===== config.mk =====
export PLATFORM = sky130hd
export DESIGN_NAME = ordered_array_list
export DESIGN_NICKNAME = d
export VERILOG_FILES = /design/src/rtl/ordl_pkg.sv /design/src/rtl/ordl_mem.sv /design/src/rtl/ordl_seq.sv /design/src/rtl/ordl_obuf.sv /design/src/rtl/ordered_array_list.sv
export SDC_FILE = /design/constraint.sdc
export NUM_CORES = 1
export LEC_CHECK = 0
export ABC_AREA = 1
export BUFFER_PORTS_ARGS = -buffer_cell sky130_fd_sc_hd__buf_2
export CAP_MARGIN = 15
export CORE_ASPECT_RATIO = 1.5
export CORE_UTILIZATION = 40
export CTS_BUF_LIST = sky130_fd_sc_hd__clkbuf_8 sky130_fd_sc_hd__clkbuf_16
export DETAILED_ROUTE_END_ITERATION = 8
export PLACE_DENSITY = 0.63
export SLEW_MARGIN = 20
export SYNTH_ARGS = -nofsm -noshare
export SYNTH_HDL_FRONTEND = slang
export SYNTH_SLANG_ARGS = --single-unit

===== constraint.sdc =====
create_clock -name clk_i -period 4.35 [get_ports clk_i]
set_clock_uncertainty 0.05 [all_clocks]
set_input_delay 0.435 -clock clk_i [delete_from_list [all_inputs] [get_ports clk_i]]
set_output_delay 0.435 -clock clk_i [all_outputs]
set_load 0.02 [all_outputs]

===== src/rtl/ordl_pkg.sv =====
// Shared types and constants for the ordered array list.
`timescale 1ns / 1ps
`default_nettype none

package ordl_pkg;

  localparam int unsigned CAPACITY_DEF   = 16;
  localparam int unsigned DATA_WIDTH_DEF = 32;

  localparam int unsigned CMD_W  = 3;
  localparam int unsigned POS_W  = 5;
  localparam int unsigned VAL_W  = 32;
  localparam int unsigned FPOS_W = 4;
  localparam int unsigned LEN_W  = 5;

  typedef enum logic [CMD_W-1:0] {
    CMD_CLEAR  = 3'd0,
    CMD_GET    = 3'd1,
    CMD_LOCATE = 3'd2,
    CMD_INSERT = 3'd3,
    CMD_DELETE = 3'd4,
    CMD_PREV   = 3'd5,
    CMD_NEXT   = 3'd6
  } cmd_e;

  typedef enum logic [1:0] {
    ST_IDLE,
    ST_RUN,
    ST_DONE
  } state_e;

  typedef struct packed {
    logic              ok;
    logic [VAL_W-1:0]  value;
    logic [FPOS_W-1:0] fpos;
    logic [LEN_W-1:0]  length;
    logic              empty;
  } res_t;

endpackage

`default_nettype wire


===== src/rtl/ordl_mem.sv =====
// Entry store: one write port, one read port, registered read data.
`timescale 1ns / 1ps
`default_nettype none

module ordl_mem #(
  parameter int unsigned DEPTH = 16,
  parameter int unsigned WIDTH = 32,
  localparam int unsigned AW = $clog2(DEPTH)
) (
  input  wire logic             clk_i,
  input  wire logic             wr_en_i,
  input  wire logic [AW-1:0]    wr_addr_i,
  input  wire logic [WIDTH-1:0] wr_data_i,
  input  wire logic             rd_en_i,
  input  wire logic [AW-1:0]    rd_addr_i,
  output      logic [WIDTH-1:0] rd_data_o
);

  logic [WIDTH-1:0] mem [DEPTH];
  logic [WIDTH-1:0] rd_data_q;

  always_ff @(posedge clk_i) begin
    if (wr_en_i) begin
      mem[wr_addr_i] <= wr_data_i;
    end
    if (rd_en_i) begin
      rd_data_q <= mem[rd_addr_i];
    end
  end

  assign rd_data_o = rd_data_q;

endmodule

`default_nettype wire


===== src/rtl/ordl_seq.sv =====
// Command sequencer: range checks, memory sweeps for shift and search, entry count.
`timescale 1ns / 1ps
`default_nettype none

module ordl_seq #(
  parameter int unsigned CAPACITY   = 16,
  parameter int unsigned DATA_WIDTH = 32,
  localparam int unsigned AW = $clog2(CAPACITY),
  localparam int unsigned CW = $clog2(CAPACITY + 1)
) (
  input  wire logic                        clk_i,
  input  wire logic                        rst_ni,
  input  wire logic                        in_valid_i,
  output      logic                        in_stall_o,
  input  wire logic [ordl_pkg::CMD_W-1:0]  command_i,
  input  wire logic [ordl_pkg::POS_W-1:0]  position_i,
  input  wire logic [ordl_pkg::VAL_W-1:0]  value_i,
  output      logic                        wr_en_o,
  output      logic [AW-1:0]               wr_addr_o,
  output      logic [DATA_WIDTH-1:0]       wr_data_o,
  output      logic                        rd_en_o,
  output      logic [AW-1:0]               rd_addr_o,
  input  wire logic [DATA_WIDTH-1:0]       rd_data_i,
  output      logic                        res_valid_o,
  input  wire logic                        res_ready_i,
  output      ordl_pkg::res_t              res_o
);
  import ordl_pkg::*;

  localparam int unsigned PW = ((CW > POS_W) ? CW : POS_W) + 1;

  state_e                state_q, state_d;
  cmd_e                  cmd_q, cmd_d;
  logic [PW-1:0]         pos_q, pos_d;
  logic [DATA_WIDTH-1:0] val_q, val_d;
  logic [CW-1:0]         r_q, r_d;
  logic                  p_vld_q, p_vld_d;
  logic [AW-1:0]         p_idx_q, p_idx_d;
  logic                  ok_q, ok_d;
  logic [DATA_WIDTH-1:0] vout_q, vout_d;
  logic [AW-1:0]         fpos_q, fpos_d;
  logic [CW-1:0]         count_q, count_d;

  logic [PW-1:0]               pos_ext;
  logic [PW-1:0]               cnt_ext;
  logic [PW-1:0]               addr_ext;
  logic [CW-1:0]               r_m1;
  logic [DATA_WIDTH+VAL_W-1:0] val_wide;
  logic [VAL_W+DATA_WIDTH-1:0] vout_wide;
  logic [FPOS_W+AW-1:0]        fpos_wide;
  logic [LEN_W+CW-1:0]         len_wide;

  assign pos_ext  = PW'(position_i);
  assign cnt_ext  = PW'(count_q);
  assign r_m1     = r_q - CW'(1);
  assign val_wide = {{DATA_WIDTH{1'b0}}, value_i};

  always_ff @(posedge clk_i or negedge rst_ni) begin
    if (!rst_ni) begin
      state_q <= ST_IDLE;
      count_q <= '0;
      p_vld_q <= 1'b0;
    end else begin
      state_q <= state_d;
      count_q <= count_d;
      p_vld_q <= p_vld_d;
    end
  end

  always_ff @(posedge clk_i) begin
    cmd_q   <= cmd_d;
    pos_q   <= pos_d;
    val_q   <= val_d;
    r_q     <= r_d;
    p_idx_q <= p_idx_d;
    ok_q    <= ok_d;
    vout_q  <= vout_d;
    fpos_q  <= fpos_d;
  end

  always_comb begin
    state_d   = state_q;
    cmd_d     = cmd_q;
    pos_d     = pos_q;
    val_d     = val_q;
    r_d       = r_q;
    p_vld_d   = p_vld_q;
    p_idx_d   = p_idx_q;
    ok_d      = ok_q;
    vout_d    = vout_q;
    fpos_d    = fpos_q;
    count_d   = count_q;
    addr_ext  = '0;
    rd_en_o   = 1'b0;
    rd_addr_o = '0;
    wr_en_o   = 1'b0;
    wr_addr_o = '0;
    wr_data_o = '0;
    in_stall_o  = (state_q != ST_IDLE);
    res_valid_o = 1'b0;

    case (state_q)
      ST_IDLE: begin
        if (in_valid_i) begin
          cmd_d   = cmd_e'(command_i);
          pos_d   = pos_ext;
          val_d   = val_wide[DATA_WIDTH-1:0];
          ok_d    = 1'b0;
          vout_d  = '0;
          fpos_d  = '0;
          p_vld_d = 1'b0;
          state_d = ST_DONE;
          case (cmd_e'(command_i))
            CMD_CLEAR: begin
              count_d = '0;
              ok_d    = 1'b1;
            end
            CMD_GET, CMD_PREV, CMD_NEXT: begin
              if (cmd_e'(command_i) == CMD_GET) begin
                addr_ext = pos_ext;
                p_vld_d  = (pos_ext < cnt_ext);
              end else if (cmd_e'(command_i) == CMD_PREV) begin
                addr_ext = pos_ext - PW'(1);
                p_vld_d  = (pos_ext != '0) && (pos_ext <= cnt_ext);
              end else begin
                addr_ext = pos_ext + PW'(1);
                p_vld_d  = (addr_ext < cnt_ext);
              end
              if (p_vld_d) begin
                rd_en_o   = 1'b1;
                rd_addr_o = addr_ext[AW-1:0];
                state_d   = ST_RUN;
              end
            end
            CMD_LOCATE: begin
              r_d     = '0;
              state_d = ST_RUN;
            end
            CMD_INSERT: begin
              if ((pos_ext <= cnt_ext) && (cnt_ext < PW'(CAPACITY))) begin
                r_d     = count_q;
                state_d = ST_RUN;
              end
            end
            CMD_DELETE: begin
              if (pos_ext < cnt_ext) begin
                r_d     = CW'(pos_ext);
                state_d = ST_RUN;
              end
            end
            default: begin
              ok_d = 1'b0;
            end
          endcase
        end
      end

      ST_RUN: begin
        p_vld_d = 1'b0;
        case (cmd_q)
          CMD_LOCATE: begin
            if (p_vld_q && (rd_data_i == val_q)) begin
              ok_d    = 1'b1;
              fpos_d  = p_idx_q;
              state_d = ST_DONE;
            end else if (r_q < count_q) begin
              rd_en_o   = 1'b1;
              rd_addr_o = r_q[AW-1:0];
              p_vld_d   = 1'b1;
              p_idx_d   = r_q[AW-1:0];
              r_d       = r_q + CW'(1);
            end else if (!p_vld_q) begin
              state_d = ST_DONE;
            end
          end
          CMD_INSERT: begin
            // shift up, top entry first
            if (p_vld_q) begin
              wr_en_o   = 1'b1;
              wr_addr_o = p_idx_q + AW'(1);
              wr_data_o = rd_data_i;
            end
            if (PW'(r_q) > pos_q) begin
              rd_en_o   = 1'b1;
              rd_addr_o = r_m1[AW-1:0];
              p_vld_d   = 1'b1;
              p_idx_d   = r_m1[AW-1:0];
              r_d       = r_m1;
            end else if (!p_vld_q) begin
              wr_en_o   = 1'b1;
              wr_addr_o = pos_q[AW-1:0];
              wr_data_o = val_q;
              count_d   = count_q + CW'(1);
              ok_d      = 1'b1;
              state_d   = ST_DONE;
            end
          end
          CMD_DELETE: begin
            // first read returns the removed entry, the rest shift down
            if (p_vld_q) begin
              if (PW'(p_idx_q) == pos_q) begin
                vout_d = rd_data_i;
              end else begin
                wr_en_o   = 1'b1;
                wr_addr_o = p_idx_q - AW'(1);
                wr_data_o = rd_data_i;
              end
            end
            if (r_q < count_q) begin
              rd_en_o   = 1'b1;
              rd_addr_o = r_q[AW-1:0];
              p_vld_d   = 1'b1;
              p_idx_d   = r_q[AW-1:0];
              r_d       = r_q + CW'(1);
            end else if (!p_vld_q) begin
              count_d = count_q - CW'(1);
              ok_d    = 1'b1;
              state_d = ST_DONE;
            end
          end
          default: begin
            if (p_vld_q) begin
              vout_d  = rd_data_i;
              ok_d    = 1'b1;
              state_d = ST_DONE;
            end
          end
        endcase
      end

      ST_DONE: begin
        res_valid_o = 1'b1;
        if (res_ready_i) begin
          state_d = ST_IDLE;
        end
      end

      default: begin
        state_d = ST_IDLE;
      end
    endcase
  end

  assign vout_wide = {{VAL_W{1'b0}}, vout_q};
  assign fpos_wide = {{FPOS_W{1'b0}}, fpos_q};
  assign len_wide  = {{LEN_W{1'b0}}, count_q};

  always_comb begin
    res_o.ok     = ok_q;
    res_o.value  = vout_wide[VAL_W-1:0];
    res_o.fpos   = fpos_wide[FPOS_W-1:0];
    res_o.length = len_wide[LEN_W-1:0];
    res_o.empty  = (count_q == '0);
  end

endmodule

`default_nettype wire


===== src/rtl/ordl_obuf.sv =====
// Result output register: holds one beat while the consumer stalls.
`timescale 1ns / 1ps
`default_nettype none

module ordl_obuf (
  input  wire logic           clk_i,
  input  wire logic           rst_ni,
  input  wire logic           res_valid_i,
  output      logic           res_ready_o,
  input  wire ordl_pkg::res_t res_i,
  output      logic           out_valid_o,
  input  wire logic           out_stall_i,
  output      ordl_pkg::res_t out_o
);
  import ordl_pkg::*;

  logic out_valid_q, out_valid_d;
  res_t res_q, res_d;

  assign res_ready_o = !out_valid_q || !out_stall_i;

  always_comb begin
    out_valid_d = out_valid_q;
    res_d       = res_q;
    if (res_valid_i && res_ready_o) begin
      out_valid_d = 1'b1;
      res_d       = res_i;
    end else if (!out_stall_i) begin
      out_valid_d = 1'b0;
    end
  end

  always_ff @(posedge clk_i or negedge rst_ni) begin
    if (!rst_ni) begin
      out_valid_q <= 1'b0;
    end else begin
      out_valid_q <= out_valid_d;
    end
  end

  always_ff @(posedge clk_i) begin
    res_q <= res_d;
  end

  assign out_valid_o = out_valid_q;
  assign out_o       = res_q;

endmodule

`default_nettype wire


===== src/rtl/ordered_array_list.sv =====
// Ordered array list top level: entry store, command sequencer and output register.
//
// A fixed-capacity list of signed words kept in a single-port-write,
// single-port-read memory with registered read data. One command is
// handled at a time; in_stall_o is high from the accepted beat until its
// result is handed to the output register, which then holds it while
// out_stall_i is high and lets the next command in meanwhile. Clear and
// refused commands go straight to the output register; get, previous and
// next read one entry; locate reads entries from the first until a match
// or the length, and insert and delete shift the entries from the position
// upward. The memory port reads one entry per cycle during a shift or a
// search and, during a shift, also rewrites one. Entries are not cleared
// at reset; only entries below the length are ever read.
`timescale 1ns / 1ps
`default_nettype none

module ordered_array_list #(
  parameter int unsigned CAPACITY   = ordl_pkg::CAPACITY_DEF,
  parameter int unsigned DATA_WIDTH = ordl_pkg::DATA_WIDTH_DEF
) (
  input  wire logic                        clk_i,
  input  wire logic                        rst_ni,
  input  wire logic                        in_valid_i,
  output      logic                        in_stall_o,
  input  wire logic [ordl_pkg::CMD_W-1:0]  command_i,
  input  wire logic [ordl_pkg::POS_W-1:0]  position_in_i,
  input  wire logic [ordl_pkg::VAL_W-1:0]  value_in_i,
  output      logic                        out_valid_o,
  input  wire logic                        out_stall_i,
  output      logic                        ok_o,
  output      logic [ordl_pkg::VAL_W-1:0]  value_out_o,
  output      logic [ordl_pkg::FPOS_W-1:0] found_position_o,
  output      logic [ordl_pkg::LEN_W-1:0]  length_out_o,
  output      logic                        empty_out_o
);
  import ordl_pkg::*;

  localparam int unsigned AW = $clog2(CAPACITY);

  logic                  wr_en;
  logic [AW-1:0]         wr_addr;
  logic [DATA_WIDTH-1:0] wr_data;
  logic                  rd_en;
  logic [AW-1:0]         rd_addr;
  logic [DATA_WIDTH-1:0] rd_data;
  logic                  res_valid;
  logic                  res_ready;
  res_t                  res;
  res_t                  out;

  ordl_mem #(
    .DEPTH (CAPACITY),
    .WIDTH (DATA_WIDTH)
  ) u_mem (
    .clk_i     (clk_i),
    .wr_en_i   (wr_en),
    .wr_addr_i (wr_addr),
    .wr_data_i (wr_data),
    .rd_en_i   (rd_en),
    .rd_addr_i (rd_addr),
    .rd_data_o (rd_data)
  );

  ordl_seq #(
    .CAPACITY   (CAPACITY),
    .DATA_WIDTH (DATA_WIDTH)
  ) u_seq (
    .clk_i       (clk_i),
    .rst_ni      (rst_ni),
    .in_valid_i  (in_valid_i),
    .in_stall_o  (in_stall_o),
    .command_i   (command_i),
    .position_i  (position_in_i),
    .value_i     (value_in_i),
    .wr_en_o     (wr_en),
    .wr_addr_o   (wr_addr),
    .wr_data_o   (wr_data),
    .rd_en_o     (rd_en),
    .rd_addr_o   (rd_addr),
    .rd_data_i   (rd_data),
    .res_valid_o (res_valid),
    .res_ready_i (res_ready),
    .res_o       (res)
  );

  ordl_obuf u_obuf (
    .clk_i       (clk_i),
    .rst_ni      (rst_ni),
    .res_valid_i (res_valid),
    .res_ready_o (res_ready),
    .res_i       (res),
    .out_valid_o (out_valid_o),
    .out_stall_i (out_stall_i),
    .out_o       (out)
  );

  assign ok_o             = out.ok;
  assign value_out_o      = out.value;
  assign found_position_o = out.fpos;
  assign length_out_o     = out.length;
  assign empty_out_o      = out.empty;

endmodule

`default_nettype wire


==> flow_summary.yaml <==
outcome:
  outcome: "finished, final reports clean"
place:
  dp_hpwl_mm: 47.3
  numPortBuffers: 88
  gp_congestion: 0.863
  dpl_cell_area_mm2: 0.0329
cts:
  worstSkewPairLatency_ns: 0.64
  ctsResizeCount: 0
  cts_tree: "done"
  clk_pin_slew_ns: 0.06
  cts_buffers: 58
  cts.sinks: 682
  clock-root-buffer: "clkbuf_16"
  htreeDepth: 2
  clockBufferDepth: 3
grt:
  grt_start_max_net_pins: 109
  grt_usage_pct: 20.1
  gr-max-usage-layer: "met2"
  grt_overflow: 0
  grt_util_met2_pct: 36.5
  grt_pass1_vias: 20339
  grt_pass1_wl_mm: 121
  grt_use_met3_pct: 1.94
  gr-usage-met1_pct: 24.4
  antenna_found_initial: 0
synthesis:
  ys_top_cells_by_count: "edfxtp_1, nand3_1, nand2_1"
  ys_seq_area_share_pct: 65.9
  synth_cell_types: 47
  synth_top_area_share_pct: 65.2
  synth_top_area_cell: "edfxtp_1"
  ys_ff_latch: 682
  async_flop_share_pct: 1.32
  yosysWarnings: 0
  syn_inst: 2903
  syn-num-nets: 2979
  synth_edf_count: 673
  yosysMostFrequentCell: "edfxtp_1"
  synth_ff_type: "edfxtp_1"
  syn_avg_cell_area_um2: 10.7
  synth_area_mm2: 0.0310
  ys_top_cells_by_area: "edfxtp_1, nand3_1, nand2_1, inv_1, nor2_1"
timing:
  finalHoldViolCount: 0
  min_period_ns: 3.62
  period_share_pct: 83.2
  rsz0062_at_grt: "no"
  slew_headroom_pct: 27.1
  holdWs_ns: 0.0420
  tns_ns: 0
  tightestPinTransition_ns: 1.09
  slew_viol_final: 0
  setup_viol_count_final: 0
  clock.fmax_mhz: 276
detailed_routing:
  drc: 0
  drtIter0Drc: 1799
  wl_mm: 79.9
  vias: 21129
  ant_nets: 0
  drt-pass1-iter-count: 5
  post_drt_wl_per_cell_um: 19.6
  viasPerCell: 5.18
worst_setup_path:
  r2r-end: "u_mem.mem[10][11]"
  crit_required_ns: 4.56
  end_kind: "flop"
  critPathKind: "reg2reg"
  cp.arrival_ns: 3.83
  reg2reg_depth: 10
  r2r_slack_ns: 0.73
  critical_path.startpoint_type: "flop"
  crit_fanout: 24
  r2r_start: "u_seq.r_q[2]"
die:
  die_w_um: 229
  core_mm2: 0.0765
  fp-row-count: 124
  dieArea_mm2: 0.0786
  initial_core_util_pct: 40.5
  die-height_um: 343
  io_pins: 89
final_layout:
  finalNetCount: 3099
  drive_above_1_share_pct: 10.8
  utilization_pct: 46.2
  area_delta_synth_final_pct: 14.1
  multiInputGateArea_mm2: 0.00810
  seq_area_mm2: 0.0204
  final_area_mm2: 0.0354
  diodes: 0
  fill_cells: 6838
hold_path:
  hold_path_class: "in2reg"
  worstHoldEndpoint: "u_seq.pos_q[0]"
  hold_path.startpoint: "position_in_i[0]"
  hold_depth: 1
job:
  maxCapViolations: 0
power_and_ir_drop:
  power_density_mw_per_mm2: 503
  irDropWorstVdd_v: 0.000374
  p_leak_nw: 14.2
-- layout by cell type (no fill, tap or decap), drive strengths merged, types with 2 or more instances in the layout --
| cell type | Yosys | layout |
|---|---|---|
| nor3 | 14 | 14 |
| buf | 135 | 179 |
| o22ai | 31 | 31 |
| nor4 | 2 | 2 |
| nand2 | 554 | 554 |
| a21oi | 28 | 28 |
| o21ai | 32 | 32 |
| clkinv | 0 | 29 |
| o221ai | 3 | 3 |
| nand3b | 65 | 65 |
| dfrtp | 9 | 9 |
| bufinv | 0 | 12 |
| a31oi | 5 | 5 |
| dlygate4sd3 | 0 | 35 |
| o211ai | 5 | 5 |
| nand3 | 614 | 614 |
| a22oi | 2 | 2 |
| or2 | 2 | 2 |
| clkbuf | 19 | 60 |
| inv | 464 | 470 |
| xor2 | 13 | 13 |
| o21bai | 2 | 2 |
| edfxtp | 673 | 673 |
| ha | 31 | 31 |
| xnor2 | 11 | 11 |
| o2111ai | 4 | 4 |
| nand4 | 23 | 23 |
| nor2 | 151 | 151 |
-- per-layer routing --
| layer | vias to the layer above | wire [um] | share of wire [%] |
|---|---|---|---|
| li1 | 10053 | - | - |
| met1 | 10161 | 31000 | 39 |
| met2 | 744 | 41100 | 51 |
| met3 | 171 | 4610 | 5.8 |
| met4 | 0 | 3100 | 3.9 |
| met5 | - | 0 | 0 |
-- cell type report --
class	instances	share of cell area [%]
clock buffer	60	4.24
clock inverter	48	1.55
inverter	464	4.93
multi-input combinational	1603	22.9
sequential	682	57.8
tap	1008	3.57
timing repair buffer	214	5.04
-- logic make-up (layout without fill, tap and decap cells) --
| group | after synthesis | in the layout | synth area share [%] |
|---|---|---|---|
| AOI/OAI and AO/OA | 120 | 120 | 2.33 |
| buffers and inverters | 618 | 786 | 8.60 |
| xor gates and xnor gates | 24 | 24 | 0.678 |
| adders and majority gates | 32 | 32 | 1.32 |
| DFF | 682 | 682 | 65.9 |
| and+or+nand+nor | 1427 | 1427 | 21.1 |
-- sequential cells by signal, indices dropped and copies added (netlist names), 4 cells and up --
name             flops
u_seq.p_idx_q        4
u_seq.vout_q        32
u_obuf.out_o        43
u_seq.r_q            5
u_seq.count_q        5
u_seq.pos_q          5
u_mem.mem          512
u_seq.val_q         32
u_seq.fpos_q         4
u_mem.rd_data_o     32
-- per-stage QoR --
step	std cells	worst slack [ns]	power, mW
final	4079	0.730	17.8
after global routing	4079	0.549	18.5
after CTS	4078	0.814	17.9
after detailed placement	3935	0.681	12.3
after global placement	3935	0.705	12.2
after floorplan	2903	0.201	11.0
-- worst max-delay path: stages, from the launching register on --
cell	delay (ns)
edfxtp_1	0.51
ha_1	0.38
a21oi_1	0.08
o211ai_1	0.20
nand2_2	0.19
inv_2	0.15
o21ai_0	0.11
a32oi_1	0.43
nand3_1	0.43
nor2_4	0.25
buf_4	0.46
-- repair_timing --
item | CTS | global route
hold buffers | 35 | 0
hold endpoints to repair | 43 | 0
buffers inserted | 0 | 0
-- where the power goes --
group          internal, mW  switching (mW)  leakage, nW
clock                  3.21            2.37         1.04
sequential             7.99           0.316         6.09
combinational          1.19            2.71         7.11
-- worst max path at each step --
stage	startpoint	depth (start not counted)	end	slack, ns
finish	u_seq.r_q[2]	10	u_mem.mem[10][11]	0.73
global route	u_seq.count_q[2]	20	u_mem.rd_data_o[23]	0.55
CTS	u_seq.r_q[3]	12	u_mem.mem[10][27]	0.81
detailed placement	position_in_i[0]	22	u_mem.rd_data_o[23]	0.68
global placement	position_in_i[1]	22	u_mem.rd_data_o[23]	0.71
floorplan	u_seq.state_q[1]	5	u_seq.vout_q[0]	0.20
Note: power is estimated with default switching activity, not from simulation.
